`config.mk`:
```
export PLATFORM = sky130hd
export DESIGN_NAME = rpn_stack_bitwise_alu_flat
export DESIGN_NICKNAME = d
export VERILOG_FILES = /design/src/rsba_pkg.sv /design/src/rsba_if.sv /design/src/rsba_ram.sv /design/src/rsba_alu.sv /design/src/rpn_stack_bitwise_alu.sv /design/src/flat_wrapper.sv
export SDC_FILE = /design/constraint.sdc
export NUM_CORES = 1
export LEC_CHECK = 0
export ABC_AREA = 1
export CELL_PAD_IN_SITES_DETAIL_PLACEMENT = 1
export CELL_PAD_IN_SITES_GLOBAL_PLACEMENT = 1
export CORE_MARGIN = 8
export CORE_UTILIZATION = 50
export DETAILED_ROUTE_END_ITERATION = 10
export DONT_BUFFER_PORTS = 1
export GPL_ROUTABILITY_DRIVEN = 0
export PLACE_DENSITY_LB_ADDON = 0.1
export RECOVER_POWER = 100
export SYNTH_ARGS = -nofsm -noshare
export SYNTH_HDL_FRONTEND = slang
export SYNTH_SLANG_ARGS = --single-unit
```
`constraint.sdc`:
```
create_clock -name clock -period 5.27 [get_ports clock]
set_clock_uncertainty 0.2 [all_clocks]
set_input_delay 0.2635 -clock clock [delete_from_list [all_inputs] [get_ports clock]]
set_output_delay 0.2635 -clock clock [all_outputs]
set_load 0.02 [all_outputs]
```
`src/rsba_pkg.sv`:
```
// ----------------------------------------------------------------------------
// rsba_pkg: shared types and constants
// Word width, command and status codes, and the ALU result bundle of the
// reverse-Polish stack ALU.
// ----------------------------------------------------------------------------
package rsba_pkg;

   localparam int WORD_W        = 16;
   localparam int OP_W          = 4;
   localparam int STATUS_W      = 2;
   localparam int STACK_DEPTH   = 16;

   typedef enum logic [OP_W-1:0] {
      OP_ENTER = 4'd0,
      OP_CLEAR = 4'd1,
      OP_POP   = 4'd2,
      OP_TOP   = 4'd3,
      OP_SHL   = 4'd4,
      OP_SHR   = 4'd5,
      OP_OR    = 4'd6,
      OP_AND   = 4'd7,
      OP_ADD   = 4'd8
   } op_type;

   typedef enum logic [STATUS_W-1:0] {
      ST_OK       = 2'd0,
      ST_EMPTY    = 2'd1,
      ST_OVERFLOW = 2'd2,
      ST_FULL     = 2'd3
   } status_type;

   typedef struct packed {
      logic [WORD_W-1:0] result;
      logic              overflow;
   } alu_out_type;

endpackage

```
`src/rsba_if.sv`:
```
// ----------------------------------------------------------------------------
// rsba_req_if / rsba_rsp_if: command and result channels
// Valid/ready channels; an item moves when valid and ready are both high.
// ----------------------------------------------------------------------------
interface rsba_req_if;
   logic                        valid;
   logic                        ready;
   logic [rsba_pkg::OP_W-1:0]   operation;
   logic [rsba_pkg::WORD_W-1:0] value;

   modport source (output valid, output operation, output value, input ready);
   modport sink   (input valid, input operation, input value, output ready);
endinterface

interface rsba_rsp_if;
   logic                          valid;
   logic                          ready;
   logic                          top_present;
   logic [rsba_pkg::WORD_W-1:0]   top_value;
   logic [rsba_pkg::STATUS_W-1:0] status;

   modport source (output valid, output top_present, output top_value,
                   output status, input ready);
   modport sink   (input valid, input top_present, input top_value,
                   input status, output ready);
endinterface

```
`src/rsba_ram.sv`:
```
// ----------------------------------------------------------------------------
// rsba_ram: generic single-port-write, single-port-read RAM
// One write and one registered read per cycle; read returns old data on a
// same-address write.
// ----------------------------------------------------------------------------
module rsba_ram #(
   parameter int WIDTH = 16,
   parameter int DEPTH = 16
) (
   input  logic                     clock,
   input  logic                     wr_en,
   input  logic [$clog2(DEPTH)-1:0] wr_addr,
   input  logic [WIDTH-1:0]         wr_data,
   input  logic [$clog2(DEPTH)-1:0] rd_addr,
   output logic [WIDTH-1:0]         rd_data
);

   logic [WIDTH-1:0] mem_ff [DEPTH];
   logic [WIDTH-1:0] rd_data_ff;

   always_ff @(posedge clock) begin
      if (wr_en) begin
         mem_ff[wr_addr] <= wr_data;
      end
      rd_data_ff <= mem_ff[rd_addr];
   end

   assign rd_data = rd_data_ff;

endmodule

```
`src/rsba_alu.sv`:
```
// ----------------------------------------------------------------------------
// rsba_alu: two-operand combining unit
// Shifts, OR, AND and add of the top entry (a) and the one below it (b).
// ----------------------------------------------------------------------------
module rsba_alu (
   input  rsba_pkg::op_type                op,
   input  logic [rsba_pkg::WORD_W-1:0]     a,
   input  logic [rsba_pkg::WORD_W-1:0]     b,
   output rsba_pkg::alu_out_type           res
);

   localparam int SH_W = $clog2(rsba_pkg::WORD_W);

   logic              big_shift;
   logic [SH_W-1:0]   sh_amt;
   logic [rsba_pkg::WORD_W:0] sum;

   // amounts of a full word or more shift everything out
   assign big_shift = (a[rsba_pkg::WORD_W-1:SH_W] != '0);
   assign sh_amt    = a[SH_W-1:0];
   assign sum       = {1'b0, a} + {1'b0, b};

   always_comb begin
      res.overflow = 1'b0;
      unique case (op)
         rsba_pkg::OP_SHL: res.result = big_shift ? '0 : (b << sh_amt);
         rsba_pkg::OP_SHR: res.result = big_shift ? '0 : (b >> sh_amt);
         rsba_pkg::OP_OR:  res.result = a | b;
         rsba_pkg::OP_AND: res.result = a & b;
         rsba_pkg::OP_ADD: begin
            res.result   = sum[rsba_pkg::WORD_W-1:0];
            res.overflow = sum[rsba_pkg::WORD_W];
         end
         default:          res.result = '0;
      endcase
   end

endmodule

```
`src/rpn_stack_bitwise_alu.sv`:
```
// ----------------------------------------------------------------------------
// rpn_stack_bitwise_alu: 16-bit reverse-Polish stack ALU
// Push, clear, pop, peek and two-operand combine on a word stack; one
// result item per command.
// ----------------------------------------------------------------------------
//  channel  dir  payload                           accepted when
//  req_if   in   operation[3:0], value[15:0]       valid && ready
//  rsp_if   out  top_present, top_value, status    valid && ready
//
//  One command per cycle while results are taken; each result appears the cycle after
//  its command is accepted. Top of stack lives in a register, the entry
//  below it comes from the RAM read port (prefetched, with write bypass),
//  so every command completes in a single pass.
//  req ready is high while the result register is empty or being taken.
//  Reset empties the stack at once; stack storage is not cleared.
// ----------------------------------------------------------------------------
module rpn_stack_bitwise_alu #(
   parameter int STACK_DEPTH = rsba_pkg::STACK_DEPTH
) (
   input  logic       clock,
   input  logic       reset,
   rsba_req_if.sink   req_if,
   rsba_rsp_if.source rsp_if
);

   localparam int ADDR_W = $clog2(STACK_DEPTH);
   localparam int CNT_W  = $clog2(STACK_DEPTH + 1);
   localparam int W      = rsba_pkg::WORD_W;

   rsba_pkg::op_type      op;
   rsba_pkg::alu_out_type alu_res;

   logic             accept;
   logic [CNT_W-1:0] count_ff, count_in;
   logic [W-1:0]     top_ff, top_in;
   logic [W-1:0]     second;
   logic             full;

   logic              wr_en;
   logic [ADDR_W-1:0] wr_addr;
   logic [ADDR_W-1:0] rd_addr;
   logic [CNT_W-1:0]  rd_cnt;
   logic [W-1:0]      ram_q;
   logic              byp_ff, byp_in;
   logic [W-1:0]      byp_data_ff;

   logic                   rsp_valid_ff;
   logic                   res_present_ff, res_present_in;
   logic [W-1:0]           res_value_ff, res_value_in;
   rsba_pkg::status_type   res_status_ff, res_status_in;

   assign op     = rsba_pkg::op_type'(req_if.operation);
   assign accept = req_if.valid && req_if.ready;
   assign full   = (count_ff == CNT_W'(STACK_DEPTH));
   assign second = byp_ff ? byp_data_ff : ram_q;

   assign req_if.ready       = !rsp_valid_ff || rsp_if.ready;
   assign rsp_if.valid       = rsp_valid_ff;
   assign rsp_if.top_present = res_present_ff;
   assign rsp_if.top_value   = res_value_ff;
   assign rsp_if.status      = res_status_ff;

   rsba_alu u_alu (
      .op  (op),
      .a   (top_ff),
      .b   (second),
      .res (alu_res)
   );

   always_comb begin
      count_in       = count_ff;
      top_in         = top_ff;
      wr_en          = 1'b0;
      wr_addr        = ADDR_W'(count_ff - CNT_W'(1));
      res_present_in = 1'b0;
      res_value_in   = '0;
      res_status_in  = rsba_pkg::ST_OK;
      unique case (op) inside
         rsba_pkg::OP_ENTER: begin
            res_present_in = 1'b1;
            if (full) begin
               res_value_in  = top_ff;
               res_status_in = rsba_pkg::ST_FULL;
            end else begin
               // old top drops into RAM below the new one
               wr_en        = accept && (count_ff != '0);
               top_in       = req_if.value;
               count_in     = count_ff + CNT_W'(1);
               res_value_in = req_if.value;
            end
         end
         rsba_pkg::OP_CLEAR: count_in = '0;
         rsba_pkg::OP_POP: begin
            if (count_ff == '0) begin
               res_status_in = rsba_pkg::ST_EMPTY;
            end else begin
               count_in = count_ff - CNT_W'(1);
               top_in   = second;
               if (count_ff != CNT_W'(1)) begin
                  res_present_in = 1'b1;
                  res_value_in   = second;
               end
            end
         end
         rsba_pkg::OP_TOP: begin
            if (count_ff == '0) begin
               res_status_in = rsba_pkg::ST_EMPTY;
            end else begin
               res_present_in = 1'b1;
               res_value_in   = top_ff;
            end
         end
         rsba_pkg::OP_SHL, rsba_pkg::OP_SHR, rsba_pkg::OP_OR,
         rsba_pkg::OP_AND, rsba_pkg::OP_ADD: begin
            if (count_ff < CNT_W'(2)) begin
               res_status_in = rsba_pkg::ST_EMPTY;
            end else if (alu_res.overflow) begin
               res_status_in = rsba_pkg::ST_OVERFLOW;
            end else begin
               count_in       = count_ff - CNT_W'(1);
               top_in         = alu_res.result;
               res_present_in = 1'b1;
               res_value_in   = alu_res.result;
            end
         end
         default: ;
      endcase
      if (!accept) begin
         count_in = count_ff;
         top_in   = top_ff;
      end
   end

   // prefetch the entry that will sit below the next top
   assign rd_cnt  = count_in - CNT_W'(2);
   assign rd_addr = rd_cnt[ADDR_W-1:0];
   assign byp_in  = wr_en && (wr_addr == rd_addr);

   rsba_ram #(
      .WIDTH (W),
      .DEPTH (STACK_DEPTH)
   ) u_ram (
      .clock   (clock),
      .wr_en   (wr_en),
      .wr_addr (wr_addr),
      .wr_data (top_ff),
      .rd_addr (rd_addr),
      .rd_data (ram_q)
   );

   always_ff @(posedge clock) begin
      if (reset) begin
         count_ff     <= '0;
         rsp_valid_ff <= 1'b0;
         byp_ff       <= 1'b0;
      end else begin
         count_ff <= count_in;
         byp_ff   <= byp_in;
         if (accept) begin
            rsp_valid_ff <= 1'b1;
         end else if (rsp_if.ready) begin
            rsp_valid_ff <= 1'b0;
         end
      end
      top_ff      <= top_in;
      byp_data_ff <= top_ff;
      if (accept) begin
         res_present_ff <= res_present_in;
         res_value_ff   <= res_value_in;
         res_status_ff  <= res_status_in;
      end
   end

   a_count_bound: assert property (@(posedge clock) disable iff (reset)
      count_ff <= CNT_W'(STACK_DEPTH))
      else $error("entry count beyond stack depth");

   a_push_count: assert property (@(posedge clock) disable iff (reset)
      accept && (op == rsba_pkg::OP_ENTER) && !full
      |=> count_ff == CNT_W'($past(count_ff) + CNT_W'(1)))
      else $error("push did not grow the stack");

   a_accept_result: assert property (@(posedge clock) disable iff (reset)
      accept |=> rsp_valid_ff)
      else $error("accepted command produced no result");

   a_present_status: assert property (@(posedge clock) disable iff (reset)
      rsp_valid_ff && res_present_ff
      |-> (res_status_ff == rsba_pkg::ST_OK) || (res_status_ff == rsba_pkg::ST_FULL))
      else $error("top reported with error status");

   a_absent_zero: assert property (@(posedge clock) disable iff (reset)
      rsp_valid_ff && !res_present_ff |-> res_value_ff == '0)
      else $error("absent top with nonzero value");

endmodule

```
`src/flat_wrapper.sv`:
```
// flat-port wrapper written by rule: the top's interface ports become plain ports
module rpn_stack_bitwise_alu_flat 
#(
   parameter int STACK_DEPTH = rsba_pkg::STACK_DEPTH
)
  (clock, reset, req_if_valid, req_if_operation, req_if_value, req_if_ready, rsp_if_valid, rsp_if_top_present, rsp_if_top_value, rsp_if_status, rsp_if_ready);
  rsba_req_if req_if_i ();
  rsba_rsp_if rsp_if_i ();
  input  logic clock;
  input  logic reset;
  input wire logic [$bits(req_if_i.valid)-1:0] req_if_valid;
  input wire logic [$bits(req_if_i.operation)-1:0] req_if_operation;
  input wire logic [$bits(req_if_i.value)-1:0] req_if_value;
  output wire logic [$bits(req_if_i.ready)-1:0] req_if_ready;
  output wire logic [$bits(rsp_if_i.valid)-1:0] rsp_if_valid;
  output wire logic [$bits(rsp_if_i.top_present)-1:0] rsp_if_top_present;
  output wire logic [$bits(rsp_if_i.top_value)-1:0] rsp_if_top_value;
  output wire logic [$bits(rsp_if_i.status)-1:0] rsp_if_status;
  input wire logic [$bits(rsp_if_i.ready)-1:0] rsp_if_ready;
  assign req_if_i.valid = req_if_valid;
  assign req_if_i.operation = req_if_operation;
  assign req_if_i.value = req_if_value;
  assign req_if_ready = req_if_i.ready;
  assign rsp_if_valid = rsp_if_i.valid;
  assign rsp_if_top_present = rsp_if_i.top_present;
  assign rsp_if_top_value = rsp_if_i.top_value;
  assign rsp_if_status = rsp_if_i.status;
  assign rsp_if_i.ready = rsp_if_ready;
  rpn_stack_bitwise_alu #(.STACK_DEPTH(STACK_DEPTH)) u_core (.clock(clock), .reset(reset), .req_if(req_if_i), .rsp_if(rsp_if_i));
endmodule
```
* Yosys cells after proc, flatten, opt, wreduce, memory -nomap -nowiden
Memory sizes are Yosys's and may differ from the RTL's. A register that Yosys moved wholly into a read port is not among the register bits.
Cells that the tools add are included.
W data, S select, Z words.
** Storage, ports and cells
- Bits in registers :: 58
- Memory bits (writable) :: 256
- Memories :: 1
- ROM bits :: 0
- Latch bits :: 0
** Memories
- u_core.u_ram.mem_ff :: words 16, bits a word 16, rd ports 1, clocked after Yosys merged registers in 1, write ports 1, RTL line rsba_ram.sv:18 : logic [WIDTH-1:0] mem_ff [DEPTH];
** Cells by class
- Div/mod/pow operators :: 0
- Bitwise logic cells :: 2
- Multiply operators :: 0
- Add/sub/neg operators :: 4
- Reduce and logical (&&, ||, !) cells :: 14
- Muxes and demuxes :: 39
- Shifts and indexed selects :: 2
- Equal/unequal tests :: 14
- Order comparisons :: 1
** Operators by type and width (number)
- $mux W16 :: 12
- $pmux W16 S5 :: 1
- $pmux W16 S4 :: 1
- $pmux W16 S3 :: 1
- $mux W5 :: 5
- $pmux W5 S4 :: 1
- $add A16 B16 Y17 :: 1
- $and A16 B16 Y16 :: 1
- $eq A4 B3 Y1 const B :: 4
- $or A16 B16 Y16 :: 1
- $shl A16 B4 Y16 :: 1
- $shr A16 B4 Y16 :: 1
- $mux W1 :: 13
- $reduce_bool A12 Y1 :: 1
- $eq A4 B2 Y1 const B :: 2
- $mux W2 :: 3
- $ne A2 B2 Y1 const B :: 3
- $pmux W2 S3 :: 1
- $add A5 B1 Y5 const B :: 1
- $eq A5 B5 Y1 const B :: 1
- $logic_not A5 Y1 :: 1
- $lt A5 B2 Y1 const B :: 1
- $ne A5 B1 Y1 const B :: 1
- $reduce_and A5 Y1 :: 1
- other kinds (15) :: 17

* Depth between registers and ports, before layout
Gate-level depths: netlist of run 1.
- Depth in word-level cells :: 10
- Mapped depth :: 27
- Depth with buffers taken out :: 24

* By module
Synthesis of run 1 repeated with hierarchy kept, for this count alone.
** Second synthesis, totals
- Cell total of the unflattened synthesis :: 2091
- Area, all modules :: 17767.0 um^2
** Modules (own cells, without submodules)
- rsba_ram :: area each 11380.9 um^2, cells an instance 1074, times used 1, seq. area each 8007.7 um^2
- rpn_stack_bitwise_alu :: area each 3325.7 um^2, cells an instance 411, times used 1, seq. area each 1511.4 um^2
- rsba_alu :: area each 3060.4 um^2, cells an instance 606, times used 1, seq. area each 0.0 um^2

* Worst setup path after synthesis of run 1
No wires, ideal clock.
- Kind :: register -> register
- Start point :: register u_core.byp_ff
- End point :: register u_core.u_ram.rd_data_ff[1], in the netlist u_core.u_ram.rd_data[1] (read register of u_core.u_ram.mem_ff)
- Cell stages (with the launch flop) :: 28
- Buffers on the path :: 5
- Data required time :: 4.956 ns
- Slack :: 1.011 ns
- Clock period less this slack :: 4.259 ns
- Arrival time :: 3.946 ns
- Path through :: dfxtp_1 > clkbuf_1 > nand2_1 > o21ai_1 > inv_1 > ha_1 > fa_1 > nand3_1 > nand3_1 > nand2_1 > nand2_1 > nand2_1 > nand2_1 > nand2_2 > nand3_1 > nand3b_1 > nand2_1 > nand2_1 > inv_2 > buf_4 > buf_4 > ha_1 > clkbuf_1 > inv_1 > clkbuf_1 > nand3_1 > nand3_1 > nand2_1
** On the way
- Longest elaborated chain between the ends :: 8
** RTL lines
- start: declaration :: RTL line rpn_stack_bitwise_alu.sv:44 : logic byp_ff, byp_in;
- start signal: assignment :: RTL line rpn_stack_bitwise_alu.sv:158 : byp_ff <= byp_in;
- $mux W16 :: RTL line rpn_stack_bitwise_alu.sv:55 : assign second = byp_ff ? byp_data_ff : ram_q;
- $add A16 B16 Y17 :: RTL line rsba_alu.sv:21 : assign sum = {1'b0, a} + {1'b0, b};
- $mux W1 :: RTL line rsba_alu.sv:25 : unique case (op)
- $mux W5 :: RTL line rpn_stack_bitwise_alu.sv:117 : end else if (alu_res.overflow) begin
- $mux W5 :: RTL line rpn_stack_bitwise_alu.sv:115 : if (count_ff < CNT_W'(2)) begin
- $pmux W5 S4 :: RTL line rpn_stack_bitwise_alu.sv:78 : unique case (op) inside
- $mux W5 :: RTL line rpn_stack_bitwise_alu.sv:128 : if (!accept) begin
- $sub A4 B2 Y4 :: RTL line rpn_stack_bitwise_alu.sv:135 : assign rd_cnt = count_in - CNT_W'(2);
- end: declaration :: RTL line rsba_ram.sv:19 : logic [WIDTH-1:0] rd_data_ff;
Every way passes these cells.
A chain may end at the register's enable or synchronous reset.

* Worst setup path in the final report of run 1
- Start point :: input req_if_operation[2]
- End point :: memory u_core.u_ram.mem_ff[10][6], enable pin
** On the way
- Longest elaborated chain between the ends :: 4
** RTL lines
- start: declaration :: RTL line flat_wrapper.sv:12 : input wire logic [$bits(req_if_i.operation)-1:0] req_if_operation;
- $logic_not A4 Y1 (no source line)
- $mux W1 :: RTL line rpn_stack_bitwise_alu.sv:78
- $mux W1 :: RTL line rsba_ram.sv:22 : if (wr_en) begin
- $mux W1 (implied by the code) :: RTL line rsba_ram.sv:23 : mem_ff[wr_addr] <= wr_data;
- end: declaration :: RTL line rsba_ram.sv:18
Every way passes these cells.

==> results.json, run 1 <==
{
  "fin_area_um2": 19200,
  "port_buffers": 0,
  "finalNetCount": 2037,
  "p_per_area_nw_per_um2": 373,
  "dp_hpwl_um": 38300,
  "drc_errors": 0,
  "ys_warn_count": 0,
  "synthSimpleGateAreaFrac_pct": 25.1,
  "fillers": 3991,
  "yosysUniqueCellTypes": 42,
  "avgSynthCellArea_um2": 8.91,
  "finalCritPeriodShare_pct": 94.1,
  "area_delta_synth_final_pct": 11.4,
  "setup_viol": 0,
  "grt_antenna_before_repair": 0,
  "yosys.area_share.adder_pct": 3.09,
  "cts_buffers": 37,
  "synthesis.nets": 2005,
  "cts_sinks": 330,
  "maxCapViolCount": 0,
  "synthMuxAreaShare_pct": 0.0580,
  "worstPathArrival_ns": 4.92,
  "status": "completed",
  "multi_input_area_um2": 6180,
  "synth_edf_count": 291,
  "slew_viol_final": 0,
  "wl_per_cell_um": 24.3,
  "setup_slack_ns": 0.309,
  "dr.pass1.iters": 5,
  "tightest_slew_ns": 1.39,
  "ys_dominant_reg_cell": "edfxtp_1",
  "drive_gt1_share_pct": 6.81,
  "path_class": "in2reg",
  "ir_drop_uv": 232,
  "track_usage_pct": 28.9,
  "slew_headroom_pct": 7.48,
  "route.antenna.remaining_nets": 0,
  "io_pins": 45,
  "antennaDiodeCount": 0,
  "placementRows": 68,
  "whs_ns": 0.0317,
  "dp_cells": 2365,
  "place_ws_ns": 0.568,
  "synth-xor-area-share_pct": 0.355,
  "clockRootBuffer": "clkbuf_16",
  "path_max_fanout": 13,
  "fmax_ghz": 0.202,
  "synth_compound_area_share_pct": 6.91,
  "rsz0062_at_grt": "false",
  "drt-initial-drc-count": 1128,
  "ys_async_sr_fraction_pct": 0,
  "routed_wl_um": 59600,
  "synth_top_family_by_area": "simple AND/OR/NAND/NOR gates",
  "grt_pass1_vias": 15300,
  "viasPerCell": 5.90,
  "power_leakage_nw": 8.15,
  "regArea_um2": 9520,
  "synth_seq_cells": 330,
  "grt_overflow": 0,
  "synthesis.area_um2": 17300,
  "grt_first_pass_wirelength_um": 90600,
  "fin_tns_setup_ns": 0,
  "clk_pin_slew_ns": 0.06,
  "placed_area_um2": 18000,
  "netlist_instances": 1939,
  "grt_max_degree": 79,
  "min_period_ns": 4.96,
  "hold_violations": 0,
  "cp-start-kind": "primary input",
  "htree_levels": 2,
  "instances_no_fill": 2453,
  "tritoncts": "built",
  "die-height_um": 202,
  "synth_seq_area_share_pct": 55.1,
  "initial_utilization_pct": 50.4,
  "die_w_um": 202,
  "hold_path_class": "in2reg",
  "core_um2": 34300,
  "clockBufferDepth": 3,
  "worstSetupEndpointType": "flop",
  "required_ns": 5.23,
  "vias": 14500,
  "die-area_um2": 40700,
  "clock_latency_ns": 0.53
}
## state kept, by name, summed over array words and instances (netlist names), 2 cells and up
signal,cells
u_core.rsp_if.status,2
u_core.rsp_if.top_value,16
u_core.u_ram.mem_ff,256
u_core.count_ff,5
u_core.top_ff,16
u_core.u_ram.rd_data,16
u_core.byp_data_ff,16
## cell usage in the layout, fill, tap and decap left out, drive strengths merged, types with 2 or more instances in the layout
master,Yosys,routed
dfxtp,39,39
nand4,5,5
o21a,2,2
edfxtp,291,291
o221ai,3,3
a221oi,3,3
o22ai,16,16
nand2,417,417
xor2,3,3
nor4,3,3
xnor2,4,4
inv,307,309
o2111ai,14,14
a21oi,41,41
nand3b,69,69
o211ai,11,11
o311ai,2,2
a31oi,10,10
o21bai,4,4
or2,4,4
a22oi,4,4
clkbuf,36,75
a211oi,3,3
o21ai,87,87
nor2,102,102
buf,58,41
bufinv,0,2
clkinv,5,16
dlygate4sd3,0,22
nand3,343,343
ha,41,41
nor3,8,8
## cells in the mapped netlist (2+ instances only)
cell         n  share of area [%]
a211oi_1     3               0.13
a21oi_1     41                1.2
a221oi_1     3               0.15
a22oi_1      4               0.17
a31oi_1     10               0.36
buf_1       12               0.26
buf_2       30               0.87
buf_4       16               0.70
clkbuf_1    36               0.78
clkinv_1     5               0.11
dfxtp_1     39                4.5
edfxtp_1   291                 51
ha_1        41                3.0
inv_1      302                6.6
inv_2        5               0.11
nand2_1    414                9.0
nand2_2      3               0.11
nand3_1    342                9.9
nand3b_1    69                3.0
nand4_1      5               0.18
nor2_1      98                2.1
nor2_2       4               0.14
nor3_1       7               0.20
nor4_1       3               0.11
o2111ai_1   14               0.71
o211ai_1    11               0.48
o21a_1       2              0.087
o21ai_0     81                2.3
o21ai_1      6               0.17
o21bai_1     4               0.17
o221ai_1     3               0.15
o22ai_1     16               0.58
o311ai_0     2               0.10
or2_2        4               0.14
xnor2_1      4               0.20
xor2_1       3               0.15
## cell type report
class,count,area share (%)
tap,455,2.96
clock inverter,15,0.650
multi-input combinational,1203,32.1
clock buffer,51,5.14
sequential,330,49.5
inverter,312,6.09
timing repair buffer,87,3.56
## routing by layer
layer	global-route usage [%]	share of wire (%)	wire, um	up-vias
li1	-	-	-	6591
met1	34.0	39	23000	7196
met2	49.3	49	29100	501
met3	4.72	6.0	3590	177
met4	17.5	6.5	3880	0
met5	0	0	0	-
## path summary, 6_finish.rpt
path / from / end / slack [ns] / cells past startpoint
max: req_if_operation[2] / u_core.u_ram.mem_ff[10][6] / 0.31 / 11
min: req_if_operation[2] / u_core.top_ff[10] / 0.03 / 3
max reg2reg: u_core.top_ff[9] / u_core.u_ram.rd_data[15] / 0.51 / 20
min reg2reg: u_core.count_ff[4] / u_core.count_ff[4] / 0.48 / 2
## worst max-delay path, stage by stage
cell	delay [ns]
dlygate4sd3_1	0.54
nor2_1	0.20
dlygate4sd3_1	0.62
inv_1	0.08
nor2_1	0.09
clkbuf_1	0.70
inv_1	0.18
nor4_1	0.91
nand2_1	0.35
nor2_1	0.46
clkbuf_2	0.51
## metrics by stage
| stage | power, mW | util, % |
|---|---|---|
| finish | 7.18 | 56.1 |
| global route | 7.45 | 56.1 |
| CTS | 7.19 | 56.4 |
| detailed placement | 4.74 | 52.5 |
| global placement | 4.70 | 52.5 |
| floorplan | 4.10 | - |
## logic make-up (layout without fill, tap and decap cells)
| kind of cell | Yosys count | in the layout |
|---|---|---|
| and+or+nand+nor | 951 | 951 |
| buffers and inverters | 406 | 465 |
| DFF | 330 | 330 |
| AOI/OAI and AO/OA | 202 | 202 |
| adders and majority gates | 42 | 42 |
| xor gates and xnor gates | 7 | 7 |
| muxes | 1 | 1 |
## report_power, final
group,internal [mW],switching (mW)
Combinational,0.487,1.23
Sequential,2.94,0.0738
Clock,1.41,1.03
## timing repair
action                                  CTS  global route
setup buffers                             0             0
hold buffers                             22             0
hold endpoints to repair                 35             0
gates resized for setup                   0             1
endpoints found under the setup margin    0             4
(Power assumes the default switching activity.)
==> inputs of run 2 (changes only) <==
- GPL_ROUTABILITY_DRIVEN: 0 -> default
- clock period: 5.27 -> 4.7 ns (I/O delays scaled with it)
==> results.json, run 2 (synthesized netlist as in run 1, its figures left out) <==
{
  "grt_max_degree": 111,
  "min_period_ns": 4.50,
  "vias": 14600,
  "viasPerCell": 5.92,
  "antennaDiodeCount": 0,
  "drc_errors": 0,
  "slew_headroom_pct": -25.4,
  "grt_overflow": 0,
  "wl_per_cell_um": 24.9,
  "drt-initial-drc-count": 1088,
  "die-area_um2": 40700,
  "cts_buffers": 37,
  "dr.pass1.iters": 5,
  "grt_first_pass_wirelength_um": 92100,
  "grt_pass1_vias": 15200,
  "hold_path_class": "in2reg",
  "setup_viol": 0,
  "crit_top_cell": "nor2_1",
  "fin_tns_setup_ns": 0,
  "clk_pin_slew_ns": 0.06,
  "placementRows": 68,
  "layout_common_cells": "410 x nand2_1, 342 x nand3_1, 302 x inv_1, 291 x edfxtp_1, 89 x nor2_1",
  "tightest_slew_ns": 1.88,
  "status": "complete, but fails checks",
  "crit_buf_inv": 6,
  "clockRootBuffer": "clkbuf_16",
  "route.antenna.remaining_nets": 0,
  "slowest_delay_ns": 0.87,
  "cts_sinks": 330,
  "core_um2": 34300,
  "top_register": "u_core.u_ram.mem_ff",
  "required_ns": 4.68,
  "regArea_um2": 9520,
  "worstPathArrival_ns": 4.48,
  "crit_chain": "dlygate4sd3_1, nor2_1, dlygate4sd3_1, inv_1, nor2_1, buf_4, inv_1, nor4_1, nand2_1, nor2_1, clkbuf_2",
  "die-height_um": 202,
  "dp_hpwl_um": 39700,
  "gp_congestion": 0.968,
  "port_buffers": 0,
  "crit_family": "simple AND/OR/NAND/NOR gates",
  "finalCritPeriodShare_pct": 95.7,
  "cp-start-kind": "primary input",
  "finalNetCount": 2045,
  "tritoncts": "built",
  "violations": "max-capacitance violations, max-slew violations",
  "slew_viol_final": 71,
  "track_usage_pct": 29.5,
  "multi_input_area_um2": 6190,
  "initial_utilization_pct": 50.4,
  "largest_register_ffs": 256,
  "clock_latency_ns": 0.56,
  "io_pins": 45,
  "whs_ns": 0.0278,
  "fillers": 3961,
  "routed_wl_um": 61300,
  "rsz0062_at_grt": "false",
  "clockBufferDepth": 3,
  "fmax_ghz": 0.222,
  "die_w_um": 202,
  "cp_slowest_cell": "nor4_1",
  "area_delta_synth_final_pct": 12.4,
  "worstSetupEndpointType": "flop",
  "p_per_area_nw_per_um2": 425,
  "path_max_fanout": 11,
  "htree_levels": 2,
  "grt_antenna_before_repair": 3,
  "power_leakage_nw": 8.23,
  "hold_violations": 0,
  "drive_gt1_share_pct": 7.52,
  "ir_drop_uv": 241,
  "path_class": "in2reg",
  "maxCapViolCount": 2,
  "layout_commonest_cell": "nand2_1"
}
run 2: tightest hold or removal path: stages:
cell,delay [ns]
nor3_4,0.07
nand3_1,0.13
o2111ai_1,0.14
run 2: layer usage:
| metal | part of all wire, % | vias up | track usage, % |
|---|---|---|---|
| li1 | - | 6598 | - |
| met1 | 40 | 7264 | 36.0 |
| met2 | 49 | 553 | 50.5 |
| met3 | 5.5 | 159 | 3.71 |
| met4 | 5.6 | 0 | 15.7 |
| met5 | 0 | - | 0 |
run 2: final timing paths:
kind                              from                   endpoint  slack [ns]  cells after the start
max                req_if_operation[2]  u_core.u_ram.mem_ff[3][6]        0.20                     11
min                req_if_operation[2]          u_core.top_ff[10]        0.03                      3
max reg2reg              u_core.byp_ff    u_core.u_ram.rd_data[8]        0.32                     20
min reg2reg  u_core.u_ram.mem_ff[9][0]    u_core.u_ram.rd_data[0]        0.47                      5
run 2: cell type report:
cell class | instances | share of cell area, %
sequential | 330 | 49.0
multi-input combinational | 1203 | 31.9
inverter | 312 | 6.03
clock buffer | 56 | 5.77
timing repair buffer | 95 | 3.87
tap | 455 | 2.93
clock inverter | 11 | 0.477
run 2: power by group:
part | switching (mW) | internal, mW
clock | 1.24 | 1.66
combinational | 1.39 | 0.560
sequential | 0.0873 | 3.30
total | 2.72 | 5.52
run 2: metrics by stage:
stage                     utilization, %  std cells  cell area [um^2]  power, mW  worst slack [ns]
after floorplan                        -       1939             17300       4.60             0.441
after global placement              52.7       2372             18100       5.30             0.320
after detailed placement            52.7       2372             18100       5.34             0.254
after CTS                           56.9       2462             19500       8.26             0.169
after global routing                56.6       2462             19400       8.55            0.0138
final                               56.6       2462             19400       8.25             0.201
run 2: what timing repair did:
item,CTS,global route
resized for setup,0,5
buffers inserted,0,0
endpoints found under the setup margin,0,15
endpoints found under the hold margin,37,0
hold buffers,23,0
==> inputs of run 3 (changes only) <==
- CORE_MARGIN: 8 -> default
==> results.json, run 3 (synthesized netlist as in run 1, its figures left out) <==
{
  "status": "complete, but fails checks",
  "violations": "max-capacitance violations, max-slew violations",
  "htree_levels": 2,
  "place_ws_ns": 0.132,
  "clock_latency_ns": 0.53,
  "clockRootBuffer": "clkbuf_16",
  "drive_gt1_share_pct": 7.37,
  "path_max_fanout": 49,
  "grt_pass1_vias": 15200,
  "viasPerCell": 5.90,
  "multi_input_area_um2": 6180,
  "hold_violations": 0,
  "top_register": "u_core.u_ram.mem_ff",
  "grt_overflow": 0,
  "grt_max_degree": 71,
  "slew_viol_final": 31,
  "drt-initial-drc-count": 1265,
  "port_buffers": 0,
  "required_ns": 4.92,
  "drc_errors": 0,
  "maxCapViolCount": 1,
  "ir_drop_uv": 258,
  "finalNetCount": 2047,
  "p_per_area_nw_per_um2": 426,
  "r2r-start": "u_core.top_ff[15]",
  "layout_commonest_cell": "nand2_1",
  "vias": 14500,
  "placementRows": 67,
  "tritoncts": "built",
  "hold_start": "req_if_operation[1]",
  "worstPathArrival_ns": 4.67,
  "core_um2": 33800,
  "layout_common_cells": "410 x nand2_1, 342 x nand3_1, 302 x inv_1, 291 x edfxtp_1, 89 x nor2_1",
  "cts_sinks": 330,
  "min_period_ns": 4.45,
  "cts_buffers": 37,
  "cp_slowest_cell": "clkbuf_1",
  "track_usage_pct": 34.9,
  "crit_top_cell": "nand2_1",
  "io_pins": 45,
  "setup_slack_ns": 0.252,
  "area_delta_synth_final_pct": 12.5,
  "fin_area_um2": 19400,
  "power_leakage_nw": 8.23,
  "wl_per_cell_um": 24.8,
  "worstSetupEndpointType": "flop",
  "clockBufferDepth": 3,
  "dp_hpwl_um": 40400,
  "clk_pin_slew_ns": 0.06,
  "cp-start-kind": "flop",
  "fin_util_pct": 57.5,
  "regArea_um2": 9520,
  "path_class": "reg2reg",
  "placed_area_um2": 18100,
  "die_w_um": 188,
  "fmax_ghz": 0.225,
  "die-area_um2": 35300,
  "rsz0062_at_grt": "false",
  "finalCritPeriodShare_pct": 94.6,
  "dp_cells": 2368,
  "largest_register_ffs": 256,
  "cts_setup_buffers": 0,
  "dr.pass1.iters": 7,
  "grt_antenna_before_repair": 1,
  "fin_tns_setup_ns": 0,
  "setup_viol": 0,
  "tightest_slew_ns": 1.73,
  "initial_utilization_pct": 51.1,
  "route.antenna.remaining_nets": 0,
  "slowest_delay_ns": 0.75,
  "gp_congestion": 0.992,
  "routed_wl_um": 60900,
  "grt_first_pass_wirelength_um": 92000,
  "hold_path_class": "in2reg",
  "fillers": 3902,
  "crit_buf_inv": 5,
  "die-height_um": 188,
  "slew_headroom_pct": -15.2,
  "crit_family": "simple AND/OR/NAND/NOR gates",
  "setup.worst_path.start": "u_core.top_ff[15]",
  "instances_no_fill": 2458,
  "crit_chain": "clkbuf_1, inv_1, ha_1, nand2_1, inv_1, nand2_1, nand2_1, a21oi_1, nand2_1, nand2_2, nand2_1, nand2_1, nand3_1, nand2_4, buf_12, buf_12, nand3b_1, nand3_1, nand3_1, nand3_1, nand2_1"
}
run 3: changes by cell type in the layout (fill, tap and decap cells not counted), moves of 4 or more:
cell / change
clkinv_1: +9
clkbuf_8: -7
buf_4: +5
bufinv_16: +5
clkbuf_1: -4
run 3: cell type report:
class / count / area share [%]
Timing Repair Buffer: 97 / 4.03
Clock inverter: 22 / 1.22
Clock buffer: 45 / 4.97
Inverter: 312 / 6.03
Tap cell: 448 / 2.89
Sequential cell: 330 / 49.0
Multi-Input combinational cell: 1203 / 31.8
Antenna cell: 1 / 0.0129
run 3: final timing paths:
check / end / slack [ns] / cells after the start
max reg2reg: u_core.u_ram.rd_data[14] / 0.25 / 21
max: u_core.u_ram.rd_data[14] / 0.25 / 21
min: u_core.count_ff[4] / 0.03 / 7
min reg2reg: u_core.u_ram.rd_data[12] / 0.47 / 6
run 3: layer usage:
| metal | track usage (%) | vias up | wire [um] |
|---|---|---|---|
| met2 | 60.6 | 512 | 30000 |
| met4 | 16.1 | 0 | 2950 |
| met1 | 43.2 | 7251 | 24400 |
| met3 | 4.34 | 133 | 3530 |
| li1 | - | 6610 | - |
| met5 | 0 | - | 0 |
run 3: worst reg2reg max path: cells and delay by family (launching register included):
family | cells | cell delay [ns]
buffers and inverters | 5 | 1.52
DFF | 1 | 0.41
AOI/OAI and AO/OA | 1 | 0.14
adders and majority gates | 1 | 0.41
and+or+nand+nor | 14 | 1.68
run 3: repair_timing:
action | 4_1_cts | 5_1_grt
resized for setup | 0 | 2
endpoints found under the hold margin | 36 | 0
endpoints found under the setup margin | 0 | 17
hold buffers | 22 | 0
run 3: where the power goes:
part | switching [mW] | leakage, nW | total [mW] | internal [mW]
Clock | 1.20 | 0.575 | 2.94 | 1.74
Sequential | 0.0925 | 2.97 | 3.39 | 3.30
Combinational | 1.37 | 4.69 | 1.94 | 0.574
Total | 2.66 | 8.23 | 8.27 | 5.61
run 3: per-stage QoR:
| stage | total power, mW | hold slack (ns) |
|---|---|---|
| 2_1_floorplan | 4.60 | 0.104 |
| 3_3_place_gp | 5.29 | 0.105 |
| 3_5_place_dp | 5.34 | 0.110 |
| 4_1_cts | 8.28 | 0.0101 |
| 5_1_grt | 8.56 | 0.0981 |
| 6_report | 8.27 | 0.0301 |
